===== src/hw/rtl/wavu8_pkg.sv =====
// Shared types, codes and constants of the WAV byte-stream parser.
package wavu8_pkg;

  localparam int RATE_W = 18;

  localparam logic [RATE_W-1:0] RATE_FLOOR_RST   = 18'd4000;
  localparam logic [RATE_W-1:0] RATE_CEILING_RST = 18'd23000;

  localparam logic [31:0] TAG_RIFF = 32'h4646_4952;
  localparam logic [31:0] TAG_WAVE = 32'h4556_4157;
  localparam logic [31:0] TAG_FMT  = 32'h2074_6D66;
  localparam logic [31:0] TAG_DATA = 32'h6174_6164;

  localparam logic [1:0] KIND_SAMPLE = 2'd0;
  localparam logic [1:0] KIND_RATE   = 2'd1;
  localparam logic [1:0] KIND_ERROR  = 2'd2;
  localparam logic [1:0] KIND_DONE   = 2'd3;

  localparam logic [2:0] ERR_NOT_WAVE  = 3'd0;
  localparam logic [2:0] ERR_EOF_EARLY = 3'd1;
  localparam logic [2:0] ERR_BAD_FMT   = 3'd2;
  localparam logic [2:0] ERR_NOT_PCM   = 3'd3;
  localparam logic [2:0] ERR_NO_FMT    = 3'd4;
  localparam logic [2:0] ERR_BAD_CHAN  = 3'd5;
  localparam logic [2:0] ERR_BAD_WIDTH = 3'd6;

  // Register indexes on the configuration port
  localparam logic REG_RATE_FLOOR   = 1'b0;
  localparam logic REG_RATE_CEILING = 1'b1;

  // Result queue
  localparam int Q_AW    = 2;
  localparam int Q_DEPTH = 1 << Q_AW;

  typedef enum logic [5:0] {
    PH_HEADER = 6'b000001,
    PH_CHUNK  = 6'b000010,
    PH_FMT    = 6'b000100,
    PH_SKIP   = 6'b001000,
    PH_DATA   = 6'b010000,
    PH_HALT   = 6'b100000
  } phase_t;

  typedef struct packed {
    logic [1:0]        kind;
    logic [7:0]        sample;
    logic [RATE_W-1:0] rate;
    logic [2:0]        err;
    logic              last;
  } res_t;

  typedef struct packed {
    logic [1:0] n;
    res_t       r0;
    res_t       r1;
  } res_pair_t;

  function automatic res_t make_res(logic [1:0] k, logic [7:0] s,
                                    logic [RATE_W-1:0] r, logic [2:0] e);
    res_t x;
    x.kind   = k;
    x.sample = s;
    x.rate   = r;
    x.err    = e;
    x.last   = 1'b0;
    return x;
  endfunction

endpackage


===== src/hw/rtl/wavu8_parser.sv =====
// RIFF/WAVE chunk walker and mono mixdown: parse state and per-byte results.
module wavu8_parser (
  input  logic                          clk,
  input  logic                          rst,
  input  logic                          take,
  input  logic [7:0]                    file_byte,
  input  logic                          start_of_file,
  input  logic                          end_of_file,
  input  logic [wavu8_pkg::RATE_W-1:0]  rate_floor,
  input  logic [wavu8_pkg::RATE_W-1:0]  rate_ceiling,
  output wavu8_pkg::res_pair_t          res
);

  wavu8_pkg::phase_t phase, phase_c, phase_next;
  logic [4:0]  cnt, cnt_c, cnt_next;
  logic [31:0] tag, tag_c, tag_next;
  logic [31:0] len, len_c, len_next;
  logic [32:0] skip, skip_c, skip_next;
  logic [15:0] ftag, ftag_c, ftag_next;
  logic [15:0] chan, chan_c, chan_next;
  logic [31:0] frate, frate_c, frate_next;
  logic [15:0] bits, bits_c, bits_next;
  logic        seen, seen_c, seen_next;
  logic [31:0] left, left_c, left_next;
  logic [1:0]  fbi, fbi_c, fbi_next;
  logic signed [9:0] sum, sum_c, sum_next;

  logic [2:0]  fb;
  logic [31:0] speed;
  logic [32:0] skip_dec;
  logic signed [9:0] s10, rnd, acc;
  logic [7:0]  smp;
  logic [1:0]  n;
  wavu8_pkg::res_t slot [2];

  always_comb begin
    // restart all parse state on a start-of-file byte
    phase_c = start_of_file ? wavu8_pkg::PH_HEADER : phase;
    cnt_c   = start_of_file ? 5'd0  : cnt;
    tag_c   = start_of_file ? 32'd0 : tag;
    len_c   = start_of_file ? 32'd0 : len;
    skip_c  = start_of_file ? 33'd0 : skip;
    ftag_c  = start_of_file ? 16'd0 : ftag;
    chan_c  = start_of_file ? 16'd0 : chan;
    frate_c = start_of_file ? 32'd0 : frate;
    bits_c  = start_of_file ? 16'd0 : bits;
    seen_c  = start_of_file ? 1'b0  : seen;
    left_c  = start_of_file ? 32'd0 : left;
    fbi_c   = start_of_file ? 2'd0  : fbi;
    sum_c   = start_of_file ? 10'sd0 : sum;

    phase_next = phase_c;
    cnt_next   = cnt_c;
    tag_next   = tag_c;
    len_next   = len_c;
    skip_next  = skip_c;
    ftag_next  = ftag_c;
    chan_next  = chan_c;
    frate_next = frate_c;
    bits_next  = bits_c;
    seen_next  = seen_c;
    left_next  = left_c;
    fbi_next   = fbi_c;
    sum_next   = sum_c;

    n       = 2'd0;
    slot[0] = '0;
    slot[1] = '0;

    // bytes per frame, meaningful once channels and width have been checked
    fb = (bits_c == 16'd16) ? {chan_c[1:0], 1'b0} : {1'b0, chan_c[1:0]};

    speed = frate_c;
    if (speed < {14'd0, rate_floor}) speed = {14'd0, rate_floor};
    if (speed > {14'd0, rate_ceiling}) speed = {14'd0, rate_ceiling};

    skip_dec = (skip_c != 33'd0) ? skip_c - 33'd1 : skip_c;

    s10 = sum_c;
    if (bits_c == 16'd8) begin
      s10 = sum_c + $signed({2'b00, file_byte}) - 10'sd128;
    end else if (fbi_c[0]) begin
      s10 = sum_c + $signed({{2{file_byte[7]}}, file_byte});
    end
    // halve with truncation toward zero for stereo
    rnd = s10 + $signed({9'd0, s10[9]});
    acc = chan_c[1] ? (rnd >>> 1) : s10;
    if (acc > 10'sd127) smp = 8'd255;
    else if (acc < -10'sd128) smp = 8'd0;
    else smp = {~acc[7], acc[6:0]};

    case (phase_c)
      wavu8_pkg::PH_HEADER: begin
        if (cnt_c < 5'd4 || cnt_c >= 5'd8) tag_next = {file_byte, tag_c[31:8]};
        if (cnt_c == 5'd3) len_next = (tag_next == wavu8_pkg::TAG_RIFF) ? 32'd1 : 32'd0;
        if (cnt_c >= 5'd11) begin
          if (len_next == 32'd1 && tag_next == wavu8_pkg::TAG_WAVE) begin
            phase_next = wavu8_pkg::PH_CHUNK;
            cnt_next   = 5'd0;
          end else begin
            slot[n[0]] = wavu8_pkg::make_res(wavu8_pkg::KIND_ERROR, 8'd0, '0,
                                             wavu8_pkg::ERR_NOT_WAVE);
            n = n + 2'd1;
            phase_next = wavu8_pkg::PH_HALT;
          end
        end else begin
          cnt_next = cnt_c + 5'd1;
        end
      end
      wavu8_pkg::PH_CHUNK: begin
        if (cnt_c < 5'd4) tag_next = {file_byte, tag_c[31:8]};
        else len_next = {file_byte, len_c[31:8]};
        if (cnt_c >= 5'd7) begin
          if (tag_next == wavu8_pkg::TAG_FMT) begin
            if (len_next < 32'd16) begin
              slot[n[0]] = wavu8_pkg::make_res(wavu8_pkg::KIND_ERROR, 8'd0, '0,
                                               wavu8_pkg::ERR_BAD_FMT);
              n = n + 2'd1;
              phase_next = wavu8_pkg::PH_HALT;
            end else begin
              phase_next = wavu8_pkg::PH_FMT;
              cnt_next   = 5'd0;
            end
          end else if (tag_next == wavu8_pkg::TAG_DATA) begin
            if (!seen_c) begin
              slot[n[0]] = wavu8_pkg::make_res(wavu8_pkg::KIND_ERROR, 8'd0, '0,
                                               wavu8_pkg::ERR_NO_FMT);
              n = n + 2'd1;
              phase_next = wavu8_pkg::PH_HALT;
            end else if (chan_c != 16'd1 && chan_c != 16'd2) begin
              slot[n[0]] = wavu8_pkg::make_res(wavu8_pkg::KIND_ERROR, 8'd0, '0,
                                               wavu8_pkg::ERR_BAD_CHAN);
              n = n + 2'd1;
              phase_next = wavu8_pkg::PH_HALT;
            end else if (bits_c != 16'd8 && bits_c != 16'd16) begin
              slot[n[0]] = wavu8_pkg::make_res(wavu8_pkg::KIND_ERROR, 8'd0, '0,
                                               wavu8_pkg::ERR_BAD_WIDTH);
              n = n + 2'd1;
              phase_next = wavu8_pkg::PH_HALT;
            end else begin
              slot[n[0]] = wavu8_pkg::make_res(wavu8_pkg::KIND_RATE, 8'd0,
                                               speed[wavu8_pkg::RATE_W-1:0], '0);
              n = n + 2'd1;
              left_next = len_next;
              fbi_next  = 2'd0;
              sum_next  = 10'sd0;
              if (len_next < {29'd0, fb}) begin
                slot[n[0]] = wavu8_pkg::make_res(wavu8_pkg::KIND_DONE, 8'd0, '0, '0);
                n = n + 2'd1;
                phase_next = wavu8_pkg::PH_HALT;
              end else begin
                phase_next = wavu8_pkg::PH_DATA;
              end
            end
          end else begin
            // other chunk: skip its body and any pad byte
            skip_next = {1'b0, len_next} + {32'd0, len_next[0]};
            if (skip_next != 33'd0) begin
              phase_next = wavu8_pkg::PH_SKIP;
            end else begin
              phase_next = wavu8_pkg::PH_CHUNK;
              cnt_next   = 5'd0;
            end
          end
        end else begin
          cnt_next = cnt_c + 5'd1;
        end
      end
      wavu8_pkg::PH_FMT: begin
        if (cnt_c < 5'd2) ftag_next = {file_byte, ftag_c[15:8]};
        else if (cnt_c < 5'd4) chan_next = {file_byte, chan_c[15:8]};
        else if (cnt_c < 5'd8) frate_next = {file_byte, frate_c[31:8]};
        else if (cnt_c >= 5'd14) bits_next = {file_byte, bits_c[15:8]};
        if (cnt_c >= 5'd15) begin
          if (ftag_next != 16'd1) begin
            slot[n[0]] = wavu8_pkg::make_res(wavu8_pkg::KIND_ERROR, 8'd0, '0,
                                             wavu8_pkg::ERR_NOT_PCM);
            n = n + 2'd1;
            phase_next = wavu8_pkg::PH_HALT;
          end else begin
            seen_next = 1'b1;
            // extra fmt bytes plus pad
            skip_next = {1'b0, len_c - 32'd16} + {32'd0, len_c[0]};
            if (skip_next != 33'd0) begin
              phase_next = wavu8_pkg::PH_SKIP;
            end else begin
              phase_next = wavu8_pkg::PH_CHUNK;
              cnt_next   = 5'd0;
            end
          end
        end else begin
          cnt_next = cnt_c + 5'd1;
        end
      end
      wavu8_pkg::PH_SKIP: begin
        skip_next = skip_dec;
        if (skip_dec == 33'd0) begin
          phase_next = wavu8_pkg::PH_CHUNK;
          cnt_next   = 5'd0;
        end
      end
      wavu8_pkg::PH_DATA: begin
        left_next = left_c - 32'd1;
        if ({1'b0, fbi_c} + 3'd1 >= fb) begin
          slot[n[0]] = wavu8_pkg::make_res(wavu8_pkg::KIND_SAMPLE, smp, '0, '0);
          n = n + 2'd1;
          fbi_next = 2'd0;
          sum_next = 10'sd0;
          if (left_next < {29'd0, fb}) begin
            slot[n[0]] = wavu8_pkg::make_res(wavu8_pkg::KIND_DONE, 8'd0, '0, '0);
            n = n + 2'd1;
            phase_next = wavu8_pkg::PH_HALT;
          end
        end else begin
          fbi_next = fbi_c + 2'd1;
          sum_next = s10;
        end
      end
      default: begin
      end
    endcase

    if (end_of_file) begin
      case (phase_next)
        wavu8_pkg::PH_HEADER: begin
          slot[n[0]] = wavu8_pkg::make_res(wavu8_pkg::KIND_ERROR, 8'd0, '0,
                                           wavu8_pkg::ERR_NOT_WAVE);
          n = n + 2'd1;
          phase_next = wavu8_pkg::PH_HALT;
        end
        wavu8_pkg::PH_CHUNK, wavu8_pkg::PH_SKIP: begin
          slot[n[0]] = wavu8_pkg::make_res(wavu8_pkg::KIND_ERROR, 8'd0, '0,
                                           wavu8_pkg::ERR_EOF_EARLY);
          n = n + 2'd1;
          phase_next = wavu8_pkg::PH_HALT;
        end
        wavu8_pkg::PH_FMT: begin
          slot[n[0]] = wavu8_pkg::make_res(wavu8_pkg::KIND_ERROR, 8'd0, '0,
                                           wavu8_pkg::ERR_BAD_FMT);
          n = n + 2'd1;
          phase_next = wavu8_pkg::PH_HALT;
        end
        wavu8_pkg::PH_DATA: begin
          slot[n[0]] = wavu8_pkg::make_res(wavu8_pkg::KIND_DONE, 8'd0, '0, '0);
          n = n + 2'd1;
          phase_next = wavu8_pkg::PH_HALT;
        end
        default: begin
        end
      endcase
    end

    // mark the final result of this byte
    if (n == 2'd1) slot[0].last = 1'b1;
    if (n == 2'd2) slot[1].last = 1'b1;

    res.n  = n;
    res.r0 = slot[0];
    res.r1 = slot[1];
  end

  always_ff @(posedge clk) begin
    if (rst) begin
      phase <= wavu8_pkg::PH_HEADER;
      cnt   <= 5'd0;
      tag   <= 32'd0;
      len   <= 32'd0;
      skip  <= 33'd0;
      ftag  <= 16'd0;
      chan  <= 16'd0;
      frate <= 32'd0;
      bits  <= 16'd0;
      seen  <= 1'b0;
      left  <= 32'd0;
      fbi   <= 2'd0;
      sum   <= 10'sd0;
    end else if (take) begin
      phase <= phase_next;
      cnt   <= cnt_next;
      tag   <= tag_next;
      len   <= len_next;
      skip  <= skip_next;
      ftag  <= ftag_next;
      chan  <= chan_next;
      frate <= frate_next;
      bits  <= bits_next;
      seen  <= seen_next;
      left  <= left_next;
      fbi   <= fbi_next;
      sum   <= sum_next;
    end
  end

endmodule


===== src/hw/rtl/wav_stream_to_u8_mono_top.sv =====
// Top level: WAV byte-stream parser with APB rate limits and a result queue.
//
// Takes one WAV file byte per cycle and turns it into results: the clamped
// playback rate when the data chunk is reached, one unsigned 8-bit mono
// sample per whole frame, an error code, or a playback-finished mark. Each
// byte is parsed in the cycle it is accepted and its zero, one or two results
// enter a four-entry result queue; the queue drains one result per cycle
// while out_ready is high. in_ready is high while the queue has room for two
// results, so a byte is accepted every cycle as long as results are taken at
// least as fast as they are produced; a byte that yields two results (rate and
// finish, or sample and finish) fills two queue entries. rate_floor sits at byte
// address 0 and rate_ceiling at 4; write them only while the block is idle.
module wav_stream_to_u8_mono_top (
  input  logic                          clk,
  input  logic                          rst,
  input  logic                          psel,
  input  logic                          penable,
  input  logic                          pwrite,
  input  logic [2:0]                    paddr,
  input  logic [31:0]                   pwdata,
  output logic [31:0]                   prdata,
  output logic                          pready,
  input  logic                          in_valid,
  output logic                          in_ready,
  input  logic [7:0]                    file_byte,
  input  logic                          start_of_file,
  input  logic                          end_of_file,
  output logic                          out_valid,
  input  logic                          out_ready,
  output logic [1:0]                    result_kind,
  output logic [7:0]                    sample_out,
  output logic [wavu8_pkg::RATE_W-1:0]  rate_out,
  output logic [2:0]                    error_code,
  output logic                          last_of_run
);

  logic [wavu8_pkg::RATE_W-1:0] rate_floor, rate_ceiling;
  logic                         cfg_wr;

  logic                         take, pop;
  wavu8_pkg::res_pair_t         res;
  wavu8_pkg::res_t              q [wavu8_pkg::Q_DEPTH];
  logic [wavu8_pkg::Q_AW-1:0]   head, tail;
  logic [wavu8_pkg::Q_AW:0]     count;
  wavu8_pkg::res_t              q_head;

  // configuration port
  assign pready = 1'b1;
  assign cfg_wr = psel & penable & pwrite & pready;

  always_comb begin
    case (paddr[2])
      wavu8_pkg::REG_RATE_FLOOR:   prdata = {14'd0, rate_floor};
      wavu8_pkg::REG_RATE_CEILING: prdata = {14'd0, rate_ceiling};
      default:                     prdata = 32'd0;
    endcase
  end

  always_ff @(posedge clk) begin
    if (rst) begin
      rate_floor   <= wavu8_pkg::RATE_FLOOR_RST;
      rate_ceiling <= wavu8_pkg::RATE_CEILING_RST;
    end else if (cfg_wr) begin
      if (paddr[2] == wavu8_pkg::REG_RATE_FLOOR) begin
        rate_floor <= pwdata[wavu8_pkg::RATE_W-1:0];
      end else begin
        rate_ceiling <= pwdata[wavu8_pkg::RATE_W-1:0];
      end
    end
  end

  // parser
  assign in_ready = (count <= (wavu8_pkg::Q_AW+1)'(wavu8_pkg::Q_DEPTH - 2));
  assign take     = in_valid & in_ready;

  wavu8_parser u_parser (
    .clk           (clk),
    .rst           (rst),
    .take          (take),
    .file_byte     (file_byte),
    .start_of_file (start_of_file),
    .end_of_file   (end_of_file),
    .rate_floor    (rate_floor),
    .rate_ceiling  (rate_ceiling),
    .res           (res)
  );

  // result queue
  assign out_valid = (count != '0);
  assign pop       = out_valid & out_ready;
  assign q_head    = q[head];

  assign result_kind = q_head.kind;
  assign sample_out  = q_head.sample;
  assign rate_out    = q_head.rate;
  assign error_code  = q_head.err;
  assign last_of_run = q_head.last;

  always_ff @(posedge clk) begin
    if (take) begin
      if (res.n != 2'd0) q[tail] <= res.r0;
      if (res.n == 2'd2) q[tail + 1'b1] <= res.r1;
    end
  end

  always_ff @(posedge clk) begin
    if (rst) begin
      head  <= '0;
      tail  <= '0;
      count <= '0;
    end else begin
      if (take) tail <= tail + res.n[wavu8_pkg::Q_AW-1:0];
      if (pop) head <= head + 1'b1;
      count <= count + (take ? {1'b0, res.n} : '0) - {{wavu8_pkg::Q_AW{1'b0}}, pop};
    end
  end

`ifndef NO_ASSERTIONS
  a_queue_bound: assert property (@(posedge clk) disable iff (rst)
    count <= (wavu8_pkg::Q_AW+1)'(wavu8_pkg::Q_DEPTH))
    else $error("result queue overfilled");

  a_two_max: assert property (@(posedge clk) disable iff (rst)
    take |-> res.n != 2'd3)
    else $error("parser produced more than two results for one item");

  a_rate_only_on_rate: assert property (@(posedge clk) disable iff (rst)
    out_valid && result_kind != wavu8_pkg::KIND_RATE |-> rate_out == '0)
    else $error("rate field set on a non-rate result");

  a_floor_write: assert property (@(posedge clk) disable iff (rst)
    cfg_wr && paddr[2] == wavu8_pkg::REG_RATE_FLOOR
    |=> rate_floor == $past(pwdata[wavu8_pkg::RATE_W-1:0]))
    else $error("rate floor write lost");
`endif

endmodule

===== config.mk =====
export PLATFORM = sky130hd
export DESIGN_NAME = wav_stream_to_u8_mono_top
export DESIGN_NICKNAME = d
export VERILOG_FILES = /design/src/hw/rtl/wavu8_pkg.sv /design/src/hw/rtl/wavu8_parser.sv /design/src/hw/rtl/wav_stream_to_u8_mono_top.sv
export SDC_FILE = /design/constraint.sdc
export NUM_CORES = 2
export LEC_CHECK = 0
export BUFFER_PORTS_ARGS = -buffer_cell sky130_fd_sc_hd__buf_2
export CORE_ASPECT_RATIO = 1.2
export CORE_UTILIZATION = 30
export CTS_CLUSTER_DIAMETER = 150
export DETAILED_ROUTE_END_ITERATION = 8
export PLACE_DENSITY = 0.51
export SYNTH_ARGS = -nofsm -noshare
export SYNTH_HDL_FRONTEND = slang
export SYNTH_SLANG_ARGS = --single-unit

===== constraint.sdc =====
create_clock -name clk -period 11.3 [get_ports clk]
set_clock_uncertainty 0.15 [all_clocks]
set_input_delay 0.565 -clock clk [delete_from_list [all_inputs] [get_ports clk]]
set_output_delay 0.565 -clock clk [all_outputs]
set_load 0.005 [all_outputs]

* After elaboration in Yosys (flattened, before gate mapping)
Memories as Yosys holds them, arrays and structs flattened. A register that Yosys moved wholly into a read port is not among the register bits. Cells that the tools add are included.
Word-level totals: logic and storage cells 280, memories 1, output and inout bits 67, memory bits (writable) 128, bits in registers 276
Memory list:
- q | depth 4, width 32, rd ports 1, clocked after memory_dff 1, write ports 2, line wav_stream_to_u8_mono_top.sv:42 | wavu8_pkg::res_t q [wavu8_pkg::Q_DEPTH];
Cells by class: reduce and logical (&&, ||, !) cells 15, eq/ne operators 25, add/sub/neg operators 18, $lt $le $gt $ge 19, bitwise logic cells 19, muxes and demuxes 165
Operators with widths (number):
- $mux 32 | 39
- $pmux 32 s2 | 5
- $pmux 64 s4 | 1
- $mux 33 | 7
- $mux 16 | 14
- $mux 64 | 3
- $and 60x60->60 | 3
- $not 60->60 | 3
- $pmux 32 s4 | 1
- $mux 10 | 11
- $mux 6 | 18
- $pmux 33 s3 | 1
- $reduce_bool 33->1 | 3
- $eq 32x31->1 const B | 3
- $add 32x1->33 | 2
- $lt 32x3->1 | 2
- $and 62x62->62 | 1
- $mux 62 | 1
- $not 62->62 | 1
- $mux 5 | 12
- $mux 2 | 24
- $logic_not 33->1 | 1
- $sub 33x1->33 const B | 1
- $demux 32 s1 | 1
- other kinds (64) | 103

* Logic depth before layout (Yosys ltp)
word-level depth 24, depth in mapped cells 34

* Modules after synthesis
Synthesis repeated with hierarchy kept, for this count alone.
Second synthesis, totals: cells, all modules 3621, area total of the unflattened synthesis 29953.7 µm²
By module, submodules not included:
- wavu8_parser | cells an instance 3052, area each 21413.0 µm², times used 1
- wav_stream_to_u8_mono_top | cells an instance 569, area each 8540.7 µm², times used 1

* Worst setup path after synthesis
Ideal clock, no wire load.
path type input-to-reg, start input start_of_file, end memory q[2][0] (netlist bit), enable pin, library setup time 0.472 ns, slack 1.816 ns, arrival 8.862 ns, stages 25, buffers on the path 15, cell sequence buf_2 > clkbuf_1 > buf_1 > clkbuf_1 > buf_2 > clkbuf_1 > clkbuf_1 > buf_1 > clkbuf_1 > clkbuf_1 > buf_1 > clkbuf_1 > nor2_1 > ha_1 > clkbuf_1 > and3_1 > ha_1 > nor2_1 > nor3_1 > a211o_1 > or4_1 > o21a_1 > buf_6 > buf_2 > o32ai_1
RTL lines:
- from (decl) | line wav_stream_to_u8_mono_top.sv:26 | input logic start_of_file,
- to (decl) | line wav_stream_to_u8_mono_top.sv:42

==> metrics.md <==
| Metric | Value |
|---|---|
| Hold Crit Start | pwdata[10] |
| CTS resizes | 0 |
| Worst Path Required | approximately 11000 ps |
| CTS Hold Buffers Added | 0 |
| Hold worst-path end | rate_floor[10] |
| Final worst path period need | 7000 ps |
| Fin cells | 4802 |
| Top post-synthesis cells by area | dfxtp_1, edfxtp_1, nor2_1 |
| Clk slew on worst S/H paths | 60 ps |
| Num CTS Buffers | 45 |
| Critical Path Start Type | register |
| Post-Synthesis Cell Area | 28700 sq um |
| Syn_area_per_cell | 8.00 sq um |
| Fraction of the yosys area taken by sequential cells | 0.328 |
| Crit path launch | u_parser.len[11] |
| Die height | 341 um |
| Final hold violation count | 0 |
| RSZ-0062 raised after global routing | false |
| Crit Path Max Fanout | 20 |
| Vias | ~28000 |
| Initial antenna violation count | 0 |
| CTS tree | yes |
| Cell taking the most area after synthesis | dfxtp_1 |
| Root Driver | clkbuf_16 |
| Share of the synthesized area in the top cell type | 0.194 |
| R2R cell count | 12 |
| Global-route wire length before repair | between 150000 and 200000 um |
| Largest net degree at the start of global routing | 177 |
| Vias in the first global route | 26526 |
| Final period util | 0.620 |
| Slew Viols, Final | 0 |
| Postcts setup bufs | 0 |
| Final Cell Area | 31700 sq um |
| HP Class | primary input to register |
| Fin worst setup slack | approximately 4300 ps |
| Peak supply drop | 98.5 uV |
| Drt wl/cell | 22.8 um |
| Port bufs | 87 |
| Kind of end point of the critical path | register |
| Io pins | 119 |
| Reg2Reg Setup Slack | ~4300 ps |
| Clock Sinks | 406 |
| Post-Syn Instances | 3592 |
| Commonest non-fill, non-tap cell in the layout | nor2_1 |
| Total Power | 4.18 mW |
| Placed insts | 4718 |
| Number of flops mapped to enable cells by yosys | 128 |
| Syn-to-layout area delta | 10.4% |
| Placed instance area | 30200 sq um |
| Static Leak | 11.2 nW |
| Finish-stage setup viols | 0 |
| Run status | completed |
| Total congestion overflow | 0 |
| Gpl congestion | a little over 0.9 |
| DR iter-0 viols | 2537 |
| Worst slack at placement | 3760 ps |
| Initial Utilization | 0.304 |
| Critical path class | register to register |
| First-pass DRT Iterations | 8 |
| Total Wirelength | 109000 um |
| Max-slew headroom | 0.160 |
| DRC | 0 |
| Unique cell type count in the Yosys netlist | 90 |
| Max clock buf depth | 3 |
| Hold Crit Depth | 3 |
| FMAX | 143 MHz |
| Antenna diode count | 0 |
| R2R Path End | q[0][14] |
| Clock insertion delay at the later pin of the skew report | 630 ps |
| Vias per cell | 5.84 |
| Power Density | approximately 130 nW/um^2 |
| H-tree levels | 2 |
| Die area | a little under 100000 sq um |
| FF-to-FF Start | u_parser.len[11] |
| Max-cap viol count | 0 |
| Antenna-violating nets left | 0 |
| Synth Warn # | 0 |
| Layout Nets | 3649 |
| Filler cell count | 9977 |
| Fraction of registers with async set/reset | 0 |
| Measured slew at the worst slew-check pin | 1260 ps |
| Hold Slack | 57.4 ps |
| Share of post-route cells with drive strength above 1 | 0.105 |
| Primary FF master, synth | dfxtp_1 |
| Register bit total from synthesis | 406 |
| Setup TNS | 0 ps |
| Post-DP HPWL | a little under 80000 um |
| Worst Path Arrival | 7130 ps |
| Floorplan row count | 123 |
| GRT Total Usage | 0.220 |
| Die width | 284 um |
| Commonest non-fill, non-tap cells in the layout | nor2_1, nand2_1, dfxtp_1 |
| Post-layout util | 0.336 |
| Core Box Area | 94300 sq um |
==> flip-flops by register name (all words and copies together), names as in the netlist, named ones only <==
name	count
q	128
u_parser.skip	33
u_parser.frate	32
u_parser.left	32
u_parser.len	32
u_parser.tag	32
rate_ceiling	18
rate_floor	18
u_parser.bits	16
u_parser.chan	16
u_parser.ftag	16
u_parser.sum	10
u_parser.phase	6
u_parser.cnt	5
count	3
head	2
tail	2
u_parser.fbi	2
u_parser.seen	1
==> cell usage after synthesis, drive strengths merged, types with 73 or more instances <==
master  count
a22oi     165
nor2      482
clkbuf    222
a21oi     252
ha         73
nand3      92
nor3      103
dfxtp     278
o21ai     180
edfxtp    128
inv        88
nand2     333
==> power by group <==
| part | switching [mW] | total (mW) | internal, mW |
|---|---|---|---|
| sequential | 0.0609 | 1.62 | 1.56 |
| combinational | 0.675 | 1.04 | 0.366 |
| clock | 0.693 | 1.52 | 0.827 |
==> worst max-delay path by stage <==
stage,end,slack [ps]
after global placement,q[0][21],3820
after global routing,q[0][12],3910
after floorplan,q[2][0],1820
final,q[0][14],4300
after CTS,q[0][8],4400
after detailed placement,q[0][14],3760
==> critical path, cell delays in order, from the launching register on <==
cell       delay, ps
dfxtp_1          470
nor3_1           880
nand4_1          680
o31ai_1          550
inv_1            130
a2111oi_2        400
nor3_1           130
a211o_1          400
or4_1            800
o21a_1           700
or3_1            670
o21ai_4          260
buf_4            410
==> cells by family after synthesis <==
logic type / synth area share
AO/OA/AOI/OAI: 0.225
XOR/XNOR: 0.0345
AND/OR/NAND/NOR: 0.263
flip-flops: 0.328
adder cells (fa/ha/maj): 0.0384
other: 0.000262
buffers and inverters: 0.0534
multiplexers: 0.0584
==> metal layers <==
layer	track usage	up-vias	wire length [um]
met4	0.107	0	5490
met3	0.0272	249	6260
met5	0	-	0
met2	0.373	1052	52400
li1	-	13153	-
met1	0.274	13588	45100
==> final cells by class <==
class | instances | area (sq um) | share of cell area
flip-flops and latches | 406 | 9410 | 0.297
repair buffers | 155 | 976 | 0.0308
well taps | 1250 | 1560 | 0.0493
multi-input cells | 2819 | 17900 | 0.566
inverters | 88 | 332 | 0.0105
clock buffers | 55 | 1210 | 0.0383
clock inverters | 29 | 269 | 0.00849
(Power assumes the default switching activity.)
